### src/sv/aea_pkg.sv
// ----------------------------------------------------------------------------
// aea_pkg
// Shared types and constants of the auto-exposure adaptation block.
// ----------------------------------------------------------------------------
package aea_pkg;

    // pixels per frame, averaging divisor
    localparam int FRAME_PIXELS = 4;

    localparam int ACC_W      = 26;
    localparam int LUMA_W     = 18;
    localparam int PROD_W     = 24;
    localparam int DIV_W      = 26;
    localparam int DIV_CNT_W  = $clog2(DIV_W + 1);
    localparam int CFG_DATA_W = 16;
    localparam int CFG_IDX_W  = 3;

    localparam int QUEUE_DEPTH = 2;
    localparam int QPTR_W      = $clog2(QUEUE_DEPTH);

    localparam logic [16:0] ONE_Q16  = 17'h10000;
    localparam logic [15:0] EXPO_MAX = 16'hFFFF;

    localparam logic [15:0] TARGET_KEY_RST   = 16'd128;
    localparam logic [15:0] ADAPT_RATE_RST   = 16'd131;
    localparam logic [7:0]  WEIGHT_RED_RST   = 8'd77;
    localparam logic [7:0]  WEIGHT_GREEN_RST = 8'd151;
    localparam logic [7:0]  WEIGHT_BLUE_RST  = 8'd28;

    typedef enum logic [CFG_IDX_W-1:0] {
        CFG_TARGET_KEY   = 3'd0,
        CFG_ADAPT_RATE   = 3'd1,
        CFG_WEIGHT_RED   = 3'd2,
        CFG_WEIGHT_GREEN = 3'd3,
        CFG_WEIGHT_BLUE  = 3'd4
    } cfg_index_t;

    typedef struct packed {
        logic [15:0] target_key;
        logic [15:0] adapt_rate;
        logic [7:0]  weight_red;
        logic [7:0]  weight_green;
        logic [7:0]  weight_blue;
    } cfg_t;

    typedef struct packed {
        logic [15:0] red;
        logic [15:0] green;
        logic [15:0] blue;
        logic [31:0] frame_time_ms;
        logic        last_pixel;
    } pixel_t;

    typedef struct packed {
        logic [15:0] exposure;
        logic        dark_frame;
    } result_t;

    // one finished frame handed from front to back
    typedef struct packed {
        logic [ACC_W-1:0] luma_sum;
        logic [31:0]      frame_time_ms;
    } frame_job_t;

    typedef enum logic [2:0] {
        BK_IDLE,
        BK_DIV_GOAL,
        BK_FACTOR,
        BK_BLEND,
        BK_FINISH
    } back_state_t;

endpackage

### src/sv/aea_front.sv
// ----------------------------------------------------------------------------
// aea_front
// Pixel front end: weighted luminance per pixel and per-frame accumulation.
// ----------------------------------------------------------------------------
module aea_front (
    input  logic                clk,
    input  logic                rst_n,
    input  aea_pkg::cfg_t       cfg,
    input  logic                in_valid,
    output logic                in_ready,
    input  aea_pkg::pixel_t     in_data,
    output logic                job_valid,
    input  logic                job_ready,
    output aea_pkg::frame_job_t job_data
);
    import aea_pkg::*;

    logic              s1_valid_reg;
    logic              s1_last_reg;
    logic [31:0]       s1_time_reg;
    logic [PROD_W-1:0] pr_reg;
    logic [PROD_W-1:0] pg_reg;
    logic [PROD_W-1:0] pb_reg;
    logic [ACC_W-1:0]  acc_reg;
    logic [ACC_W-1:0]  acc_next;

    logic              advance;
    logic              take;
    logic [ACC_W-1:0]  wsum;
    logic [LUMA_W-1:0] luma;
    logic [ACC_W:0]    acc_sum;
    logic [ACC_W-1:0]  acc_sat;

    // a last pixel waits in stage one until the queue has room
    assign advance  = s1_valid_reg && (!s1_last_reg || job_ready);
    assign in_ready = !s1_valid_reg || advance;
    assign take     = in_valid && in_ready;

    assign wsum    = ACC_W'(pr_reg) + ACC_W'(pg_reg) + ACC_W'(pb_reg);
    assign luma    = wsum[ACC_W-1:8];
    assign acc_sum = {1'b0, acc_reg} + (ACC_W+1)'(luma);
    assign acc_sat = acc_sum[ACC_W] ? {ACC_W{1'b1}} : acc_sum[ACC_W-1:0];

    assign job_valid              = s1_valid_reg && s1_last_reg;
    assign job_data.luma_sum      = acc_sat;
    assign job_data.frame_time_ms = s1_time_reg;

    always_comb
    begin
        acc_next = acc_reg;
        if (advance)
        begin
            acc_next = s1_last_reg ? '0 : acc_sat;
        end
    end

    always_ff @(posedge clk or negedge rst_n)
    begin
        if (!rst_n)
        begin
            s1_valid_reg <= 1'b0;
            s1_last_reg  <= 1'b0;
            acc_reg      <= '0;
        end
        else
        begin
            acc_reg <= acc_next;
            if (take)
            begin
                s1_valid_reg <= 1'b1;
                s1_last_reg  <= in_data.last_pixel;
            end
            else if (advance)
            begin
                s1_valid_reg <= 1'b0;
            end
        end
    end

    always_ff @(posedge clk)
    begin
        if (take)
        begin
            pr_reg      <= PROD_W'(cfg.weight_red)   * PROD_W'(in_data.red);
            pg_reg      <= PROD_W'(cfg.weight_green) * PROD_W'(in_data.green);
            pb_reg      <= PROD_W'(cfg.weight_blue)  * PROD_W'(in_data.blue);
            s1_time_reg <= in_data.frame_time_ms;
        end
    end

endmodule

### src/sv/aea_queue.sv
// ----------------------------------------------------------------------------
// aea_queue
// Short frame queue between the pixel front end and the exposure back end.
// ----------------------------------------------------------------------------
module aea_queue (
    input  logic                clk,
    input  logic                rst_n,
    input  logic                push_valid,
    output logic                push_ready,
    input  aea_pkg::frame_job_t push_data,
    output logic                pop_valid,
    input  logic                pop_ready,
    output aea_pkg::frame_job_t pop_data
);
    import aea_pkg::*;

    frame_job_t        slot_reg [QUEUE_DEPTH];
    logic [QPTR_W-1:0] wr_ptr_reg;
    logic [QPTR_W-1:0] rd_ptr_reg;
    logic [QPTR_W:0]   count_reg;
    logic              push;
    logic              pop;

    assign push_ready = count_reg != (QPTR_W+1)'(QUEUE_DEPTH);
    assign pop_valid  = count_reg != '0;
    assign push       = push_valid && push_ready;
    assign pop        = pop_valid && pop_ready;
    assign pop_data   = slot_reg[rd_ptr_reg];

    always_ff @(posedge clk or negedge rst_n)
    begin
        if (!rst_n)
        begin
            wr_ptr_reg <= '0;
            rd_ptr_reg <= '0;
            count_reg  <= '0;
        end
        else
        begin
            if (push)
            begin
                wr_ptr_reg <= wr_ptr_reg + 1'b1;
            end
            if (pop)
            begin
                rd_ptr_reg <= rd_ptr_reg + 1'b1;
            end
            if (push && !pop)
            begin
                count_reg <= count_reg + 1'b1;
            end
            else if (pop && !push)
            begin
                count_reg <= count_reg - 1'b1;
            end
        end
    end

    always_ff @(posedge clk)
    begin
        if (push)
        begin
            slot_reg[wr_ptr_reg] <= push_data;
        end
    end

endmodule

### src/sv/aea_div.sv
// ----------------------------------------------------------------------------
// aea_div
// Restoring divider, one quotient bit per cycle.
// ----------------------------------------------------------------------------
module aea_div (
    input  logic                      clk,
    input  logic                      rst_n,
    input  logic                      start,
    input  logic [aea_pkg::DIV_W-1:0] dividend,
    input  logic [aea_pkg::DIV_W-1:0] divisor,
    output logic                      done,
    output logic [aea_pkg::DIV_W-1:0] quotient
);
    import aea_pkg::*;

    logic                 busy_reg;
    logic                 done_reg;
    logic [DIV_CNT_W-1:0] cnt_reg;
    logic [DIV_W-1:0]     quo_reg;
    logic [DIV_W-1:0]     rem_reg;
    logic [DIV_W-1:0]     dsr_reg;

    logic [DIV_W:0]       trial;
    logic [DIV_W:0]       diff;
    logic                 fits;

    assign trial    = {rem_reg, quo_reg[DIV_W-1]};
    assign diff     = trial - {1'b0, dsr_reg};
    assign fits     = trial >= {1'b0, dsr_reg};
    assign done     = done_reg;
    assign quotient = quo_reg;

    always_ff @(posedge clk or negedge rst_n)
    begin
        if (!rst_n)
        begin
            busy_reg <= 1'b0;
            done_reg <= 1'b0;
            cnt_reg  <= '0;
        end
        else
        begin
            done_reg <= 1'b0;
            if (start)
            begin
                busy_reg <= 1'b1;
                cnt_reg  <= DIV_CNT_W'(DIV_W);
            end
            else if (busy_reg)
            begin
                cnt_reg <= cnt_reg - 1'b1;
                if (cnt_reg == DIV_CNT_W'(1))
                begin
                    busy_reg <= 1'b0;
                    done_reg <= 1'b1;
                end
            end
        end
    end

    // dividend shifts out of the top of quo_reg as quotient bits enter below
    always_ff @(posedge clk)
    begin
        if (start)
        begin
            quo_reg <= dividend;
            rem_reg <= '0;
            dsr_reg <= divisor;
        end
        else if (busy_reg)
        begin
            quo_reg <= {quo_reg[DIV_W-2:0], fits};
            rem_reg <= fits ? diff[DIV_W-1:0] : trial[DIV_W-1:0];
        end
    end

endmodule

### src/sv/aea_back.sv
// ----------------------------------------------------------------------------
// aea_back
// Per-frame back end: average, target exposure, blend factor and update.
// ----------------------------------------------------------------------------
module aea_back (
    input  logic                clk,
    input  logic                rst_n,
    input  aea_pkg::cfg_t       cfg,
    input  logic                job_valid,
    output logic                job_ready,
    input  aea_pkg::frame_job_t job_data,
    output logic                out_valid,
    input  logic                out_ready,
    output aea_pkg::result_t    out_data
);
    import aea_pkg::*;

    back_state_t      state_reg;
    back_state_t      state_next;

    logic [31:0]      job_time_reg;
    logic [31:0]      job_time_next;
    logic [15:0]      goal_reg;
    logic [15:0]      goal_next;
    logic             dark_reg;
    logic             dark_next;
    logic [16:0]      factor_reg;
    logic [16:0]      factor_next;
    logic [15:0]      diff_reg;
    logic [15:0]      diff_next;
    logic             up_reg;
    logic             up_next;
    logic [32:0]      step_reg;
    logic [32:0]      step_next;
    logic [15:0]      cur_reg;
    logic [15:0]      cur_next;
    logic [31:0]      prev_time_reg;
    logic [31:0]      prev_time_next;
    logic             out_valid_reg;
    logic             out_valid_next;
    result_t          out_data_reg;
    result_t          out_data_next;

    logic             div_start;
    logic [DIV_W-1:0] div_dividend;
    logic [DIV_W-1:0] div_divisor;
    logic             div_done;
    logic [DIV_W-1:0] div_quotient;

    logic [ACC_W-1:0] avg;
    logic [31:0]      dt;
    logic [47:0]      rate_prod;
    logic [15:0]      expo;
    logic             out_free;

    aea_div u_div (
        .clk      (clk),
        .rst_n    (rst_n),
        .start    (div_start),
        .dividend (div_dividend),
        .divisor  (div_divisor),
        .done     (div_done),
        .quotient (div_quotient)
    );

    // frame size is a power of two, so the average is a shift
    assign avg       = ACC_W'(job_data.luma_sum / FRAME_PIXELS);
    assign dt        = job_time_reg - prev_time_reg;
    assign rate_prod = 48'(dt) * 48'(cfg.adapt_rate);
    assign expo      = up_reg ? cur_reg + step_reg[31:16] : cur_reg - step_reg[31:16];
    assign out_free  = !out_valid_reg || out_ready;
    assign out_valid = out_valid_reg;
    assign out_data  = out_data_reg;

    always_comb
    begin
        state_next     = state_reg;
        job_time_next  = job_time_reg;
        goal_next      = goal_reg;
        dark_next      = dark_reg;
        factor_next    = factor_reg;
        diff_next      = diff_reg;
        up_next        = up_reg;
        step_next      = step_reg;
        cur_next       = cur_reg;
        prev_time_next = prev_time_reg;
        out_valid_next = out_valid_reg && !out_ready;
        out_data_next  = out_data_reg;
        job_ready      = 1'b0;
        div_start      = 1'b0;
        div_dividend   = {2'b00, cfg.target_key, 8'h00};
        div_divisor    = DIV_W'(avg);

        case (state_reg)
            BK_IDLE:
            begin
                if (job_valid)
                begin
                    job_ready     = 1'b1;
                    job_time_next = job_data.frame_time_ms;
                    if (avg == '0)
                    begin
                        // dark frame: target saturates
                        dark_next  = 1'b1;
                        goal_next  = EXPO_MAX;
                        state_next = BK_FACTOR;
                    end
                    else
                    begin
                        dark_next  = 1'b0;
                        div_start  = 1'b1;
                        state_next = BK_DIV_GOAL;
                    end
                end
            end
            BK_DIV_GOAL:
            begin
                if (div_done)
                begin
                    goal_next  = (div_quotient > DIV_W'(EXPO_MAX)) ? EXPO_MAX
                                                                   : div_quotient[15:0];
                    state_next = BK_FACTOR;
                end
            end
            BK_FACTOR:
            begin
                factor_next = (rate_prod > 48'(ONE_Q16)) ? ONE_Q16 : rate_prod[16:0];
                up_next     = goal_reg >= cur_reg;
                diff_next   = (goal_reg >= cur_reg) ? goal_reg - cur_reg : cur_reg - goal_reg;
                state_next  = BK_BLEND;
            end
            BK_BLEND:
            begin
                step_next  = 33'(factor_reg) * 33'(diff_reg);
                state_next = BK_FINISH;
            end
            BK_FINISH:
            begin
                if (out_free)
                begin
                    out_valid_next           = 1'b1;
                    out_data_next.exposure   = expo;
                    out_data_next.dark_frame = dark_reg;
                    cur_next                 = expo;
                    prev_time_next           = job_time_reg;
                    state_next               = BK_IDLE;
                end
            end
            default:
            begin
                state_next = BK_IDLE;
            end
        endcase
    end

    always_ff @(posedge clk or negedge rst_n)
    begin
        if (!rst_n)
        begin
            state_reg     <= BK_IDLE;
            cur_reg       <= '0;
            prev_time_reg <= '0;
            out_valid_reg <= 1'b0;
        end
        else
        begin
            state_reg     <= state_next;
            cur_reg       <= cur_next;
            prev_time_reg <= prev_time_next;
            out_valid_reg <= out_valid_next;
        end
    end

    always_ff @(posedge clk)
    begin
        job_time_reg <= job_time_next;
        goal_reg     <= goal_next;
        dark_reg     <= dark_next;
        factor_reg   <= factor_next;
        diff_reg     <= diff_next;
        up_reg       <= up_next;
        step_reg     <= step_next;
        out_data_reg <= out_data_next;
    end

endmodule

### src/sv/auto_exposure_adapt.sv
// ----------------------------------------------------------------------------
// auto_exposure_adapt
// Auto-exposure adaptation over a small downsampled frame.
// ----------------------------------------------------------------------------
// Pixels (RGB Q8.8) are taken one per clock unless a last pixel waits for room
// in the frame queue; each pixel's weighted products are registered, then its
// luminance is summed into a saturating accumulator. The pixel marked last
// closes the frame and hands its sum and time stamp to a two-entry frame queue,
// so pixel intake continues while earlier frames are worked on. For each frame
// leaving the queue the average is a shift taken on the way in, key / average
// runs on a bit-serial divider, then the blend factor, the blend product and
// the output register are formed in turn, the last held while the output is
// full. A dark frame skips the divider and goes straight to the blend factor.
// The back end returns to idle before taking the next frame. One result per
// frame, held in an output register until taken. Configuration writes take
// effect at once and should be made while no frame is in flight.
module auto_exposure_adapt (
    input  logic                                clk,
    input  logic                                rst_n,
    input  logic                                cfg_we,
    input  logic [aea_pkg::CFG_IDX_W-1:0]       cfg_index,
    input  logic [aea_pkg::CFG_DATA_W-1:0]      cfg_data,
    input  logic                                in_valid,
    output logic                                in_ready,
    input  aea_pkg::pixel_t                     in_data,
    output logic                                out_valid,
    input  logic                                out_ready,
    output aea_pkg::result_t                    out_data
);
    import aea_pkg::*;

    cfg_t       cfg_reg;
    cfg_t       cfg_next;

    logic       fj_valid;
    logic       fj_ready;
    frame_job_t fj_data;
    logic       bj_valid;
    logic       bj_ready;
    frame_job_t bj_data;

    always_comb
    begin
        cfg_next = cfg_reg;
        if (cfg_we)
        begin
            case (cfg_index)
                CFG_TARGET_KEY:   cfg_next.target_key   = cfg_data;
                CFG_ADAPT_RATE:   cfg_next.adapt_rate   = cfg_data;
                CFG_WEIGHT_RED:   cfg_next.weight_red   = cfg_data[7:0];
                CFG_WEIGHT_GREEN: cfg_next.weight_green = cfg_data[7:0];
                CFG_WEIGHT_BLUE:  cfg_next.weight_blue  = cfg_data[7:0];
                default:          cfg_next = cfg_reg;
            endcase
        end
    end

    always_ff @(posedge clk or negedge rst_n)
    begin
        if (!rst_n)
        begin
            cfg_reg.target_key   <= TARGET_KEY_RST;
            cfg_reg.adapt_rate   <= ADAPT_RATE_RST;
            cfg_reg.weight_red   <= WEIGHT_RED_RST;
            cfg_reg.weight_green <= WEIGHT_GREEN_RST;
            cfg_reg.weight_blue  <= WEIGHT_BLUE_RST;
        end
        else
        begin
            cfg_reg <= cfg_next;
        end
    end

    aea_front u_front (
        .clk       (clk),
        .rst_n     (rst_n),
        .cfg       (cfg_reg),
        .in_valid  (in_valid),
        .in_ready  (in_ready),
        .in_data   (in_data),
        .job_valid (fj_valid),
        .job_ready (fj_ready),
        .job_data  (fj_data)
    );

    aea_queue u_queue (
        .clk        (clk),
        .rst_n      (rst_n),
        .push_valid (fj_valid),
        .push_ready (fj_ready),
        .push_data  (fj_data),
        .pop_valid  (bj_valid),
        .pop_ready  (bj_ready),
        .pop_data   (bj_data)
    );

    aea_back u_back (
        .clk       (clk),
        .rst_n     (rst_n),
        .cfg       (cfg_reg),
        .job_valid (bj_valid),
        .job_ready (bj_ready),
        .job_data  (bj_data),
        .out_valid (out_valid),
        .out_ready (out_ready),
        .out_data  (out_data)
    );

endmodule
### config.mk
export PLATFORM = sky130hd
export DESIGN_NAME = auto_exposure_adapt
export DESIGN_NICKNAME = d
export VERILOG_FILES = /design/src/sv/aea_pkg.sv /design/src/sv/aea_front.sv /design/src/sv/aea_queue.sv /design/src/sv/aea_div.sv /design/src/sv/aea_back.sv /design/src/sv/auto_exposure_adapt.sv
export SDC_FILE = /design/constraint.sdc
export NUM_CORES = 2
export LEC_CHECK = 0
export BUFFER_PORTS_ARGS = -buffer_cell sky130_fd_sc_hd__buf_2
export CAP_MARGIN = 20
export CORE_MARGIN = 2
export CORE_UTILIZATION = 50
export CTS_CLUSTER_DIAMETER = 30
export CTS_CLUSTER_SIZE = 10
export DETAILED_ROUTE_END_ITERATION = 6
export PLACE_DENSITY = 0.75
export SLEW_MARGIN = 20
export SYNTH_ARGS = -nofsm -noshare
export SYNTH_HDL_FRONTEND = slang
export SYNTH_SLANG_ARGS = --single-unit
### constraint.sdc
create_clock -name clk -period 15.11 [get_ports clk]
set_input_delay 2.2665 -clock clk [delete_from_list [all_inputs] [get_ports clk]]
set_output_delay 2.2665 -clock clk [all_outputs]
set_load 0.02 [all_outputs]
==> run metrics <==
fin crit period 11.63 ns; DRT iter0 DRCs a little over 3,000; flop and latch count out of synthesis ~560; GRT Total Usage 0.238; Die Footprint 0.129 mm^2; DR pass1 iterations 7; hold_buf cts 0; YS warnings 0; layout cells sized above 1 0.0871; Post-Syn Area 0.0630 mm^2; total core area between 0.1 and 0.15 mm^2; gp weighted congestion 0.916; first-pass GRT wire length 248,000 um; final hold vios 0; Mean Syn Cell Area between 9 and 10 um^2; skew final ~0.07 ns; share of the synthesized area in the top cell type 0.281; CP Buf/Inv Count 5; flop-to-flop setup slack 3.48 ns; Max FO, Critical Path 17; Final Max Slew Viols 0; number of flops mapped to enable cells by yosys 372; Setup CP Type reg2reg; commonest non-fill, non-tap cell in the layout inv_1; clk buf depth 3; final WL 151,000 um; syn_nets 7,917; CTS root buf clkbuf_16; DRC 0; Initial Util 0.503; postcts setup bufs 0; CP max-delay cell o41ai_1; Fmax 0.0860 GHz; Worst-Margin Slew 1.09 ns; RSZ-0062 raised after global routing no; r2r endpoint u_back.factor_reg[16]$_SDFFCE_PN1N_; top_reg_cell synth edfxtp_1; post_cts resized 0; detail-routed via count per cell 5.48; Nets 7,980; WL/cell 18.4 um; CP Capture Type flip-flop; Area after DPL 0.0655 mm^2; Slew HR 0.270; Top delay family on crit path compound AO/OA/AOI/OAI gates; Fin Setup TNS 0 ns; fin util 0.551; CP required 15.51 ns; max reg flops 112; run status complete, no violations; crit path DAT 12.03 ns; Core Rows 130; most frequent cell on the critical path fa_1; vias in the first global route 47,800; Area contributors post-synth fa_1, edfxtp_1, ha_1, inv_1, nand2_1; Synth cell types between 80 and 90; clock tree sinks ~560; Hold Path Class reg2reg; Routed Antenna Nets 0; FF-to-FF Start u_back.job_time_reg[9]$_DFFE_PP_; die width 359 um; Worst-path clk slew 0.05 ns; final setup fails 0; CTS tree yes; most frequent cells in the layout inv_1, nand2_1, fa_1; largest net degree at the start of global routing 75; fin crit share 0.770; hold_sp u_back.dark_reg$_DFFE_PP_; reg2reg path depth 36; detailed-placement wirelength estimate 115,000 um; gr ovfl total 0; max incr delay on CP 0.86 ns; Synth area leader fa_1; Clock Latency Late Sink 0.71 ns; Seq/Total Area, Yosys 0.247; Setup crit start u_back.job_time_reg[9]$_DFFE_PP_; IO Count around 120; die height 359 um; Cells after Synth 6,409; Layout Area Growth over Synthesis 9.45%; max_cap viols 0; Num CTS Buffers 100; async set or reset register ratio after synthesis 0.265; hold path cells 0; CP startpoint kind flip-flop; DR vias 45,000; Hold Crit Endpoint u_back.out_data[0]$_DFFE_PP_; CTS H-tree depth 3; Finished Cell Area 0.0690 mm^2; Port-buffer cells 123; initial antenna violation count 15
## logic make-up after synthesis
| family | synth area share |
|---|---|
| AOI/OAI and AO/OA | 0.0801 |
| xor gates and xnor gates | 0.0341 |
| adders and majority gates | 0.384 |
| buffers and inverters | 0.0769 |
| DFF | 0.247 |
| muxes | 0.0257 |
| and+or+nand+nor | 0.152 |
## metal layers
metal  track usage  vias up  share of wire
met5             0        -        0.00027
met4        0.0927        6          0.038
met3        0.0442      340          0.070
met2         0.407     1473           0.49
met1         0.299    22500           0.40
li1              -    20700              -
## per-stage QoR
| step | std cells | hold slack, ns | setup WS [ns] |
|---|---|---|---|
| after floorplan | 6409 | 0.400 | 4.88 |
| after global placement | 8017 | 0.407 | 3.76 |
| after detailed placement | 8018 | 0.416 | 3.52 |
| after CTS | 8204 | 0.429 | 3.44 |
| after global routing | 8210 | 0.438 | 2.64 |
| final | 8214 | 0.422 | 3.48 |
## synthesized netlist by cell type, types with 90 or more instances
cell type and number:
inv_1 1055, nand2_1 891, fa_1 883, ha_1 520
and2_1 474, edfxtp_1 372, nor2_1 230, clkbuf_1 222
a21oi_1 216, o21ai_0 184, xnor2_1 168, dfrtp_1 131
mux2_2 119, a21o_1 90
## how the worst max path moves through the flow
stage	depth (start not counted)	endpoint	slack [ns]
2_1_floorplan	37	u_back.factor_reg[16]$_SDFFCE_PN1N_	4.88
3_3_place_gp	36	u_back.factor_reg[16]$_SDFFCE_PN1N_	3.76
3_5_place_dp	36	u_back.factor_reg[16]$_SDFFCE_PN1N_	3.52
4_1_cts	36	u_back.factor_reg[16]$_SDFFCE_PN1N_	3.44
5_1_grt	36	u_back.factor_reg[16]$_SDFFCE_PN1N_	2.64
6_report	36	u_back.factor_reg[16]$_SDFFCE_PN1N_	3.48
## area by class of cell
type	count	area (um^2)
well taps	1650	2060
multi-input cells	4564	42700
fillers	10700	56300
flip-flops and latches	555	15600
clock buffers	123	2670
repair buffers	194	1170
inverters	1057	3970
clock inverters	63	774
diodes	8	20.0
Power is left out: the tool's default activity adds up to more than one toggle a clock period on the data nets, which glitch-free logic cannot reach.
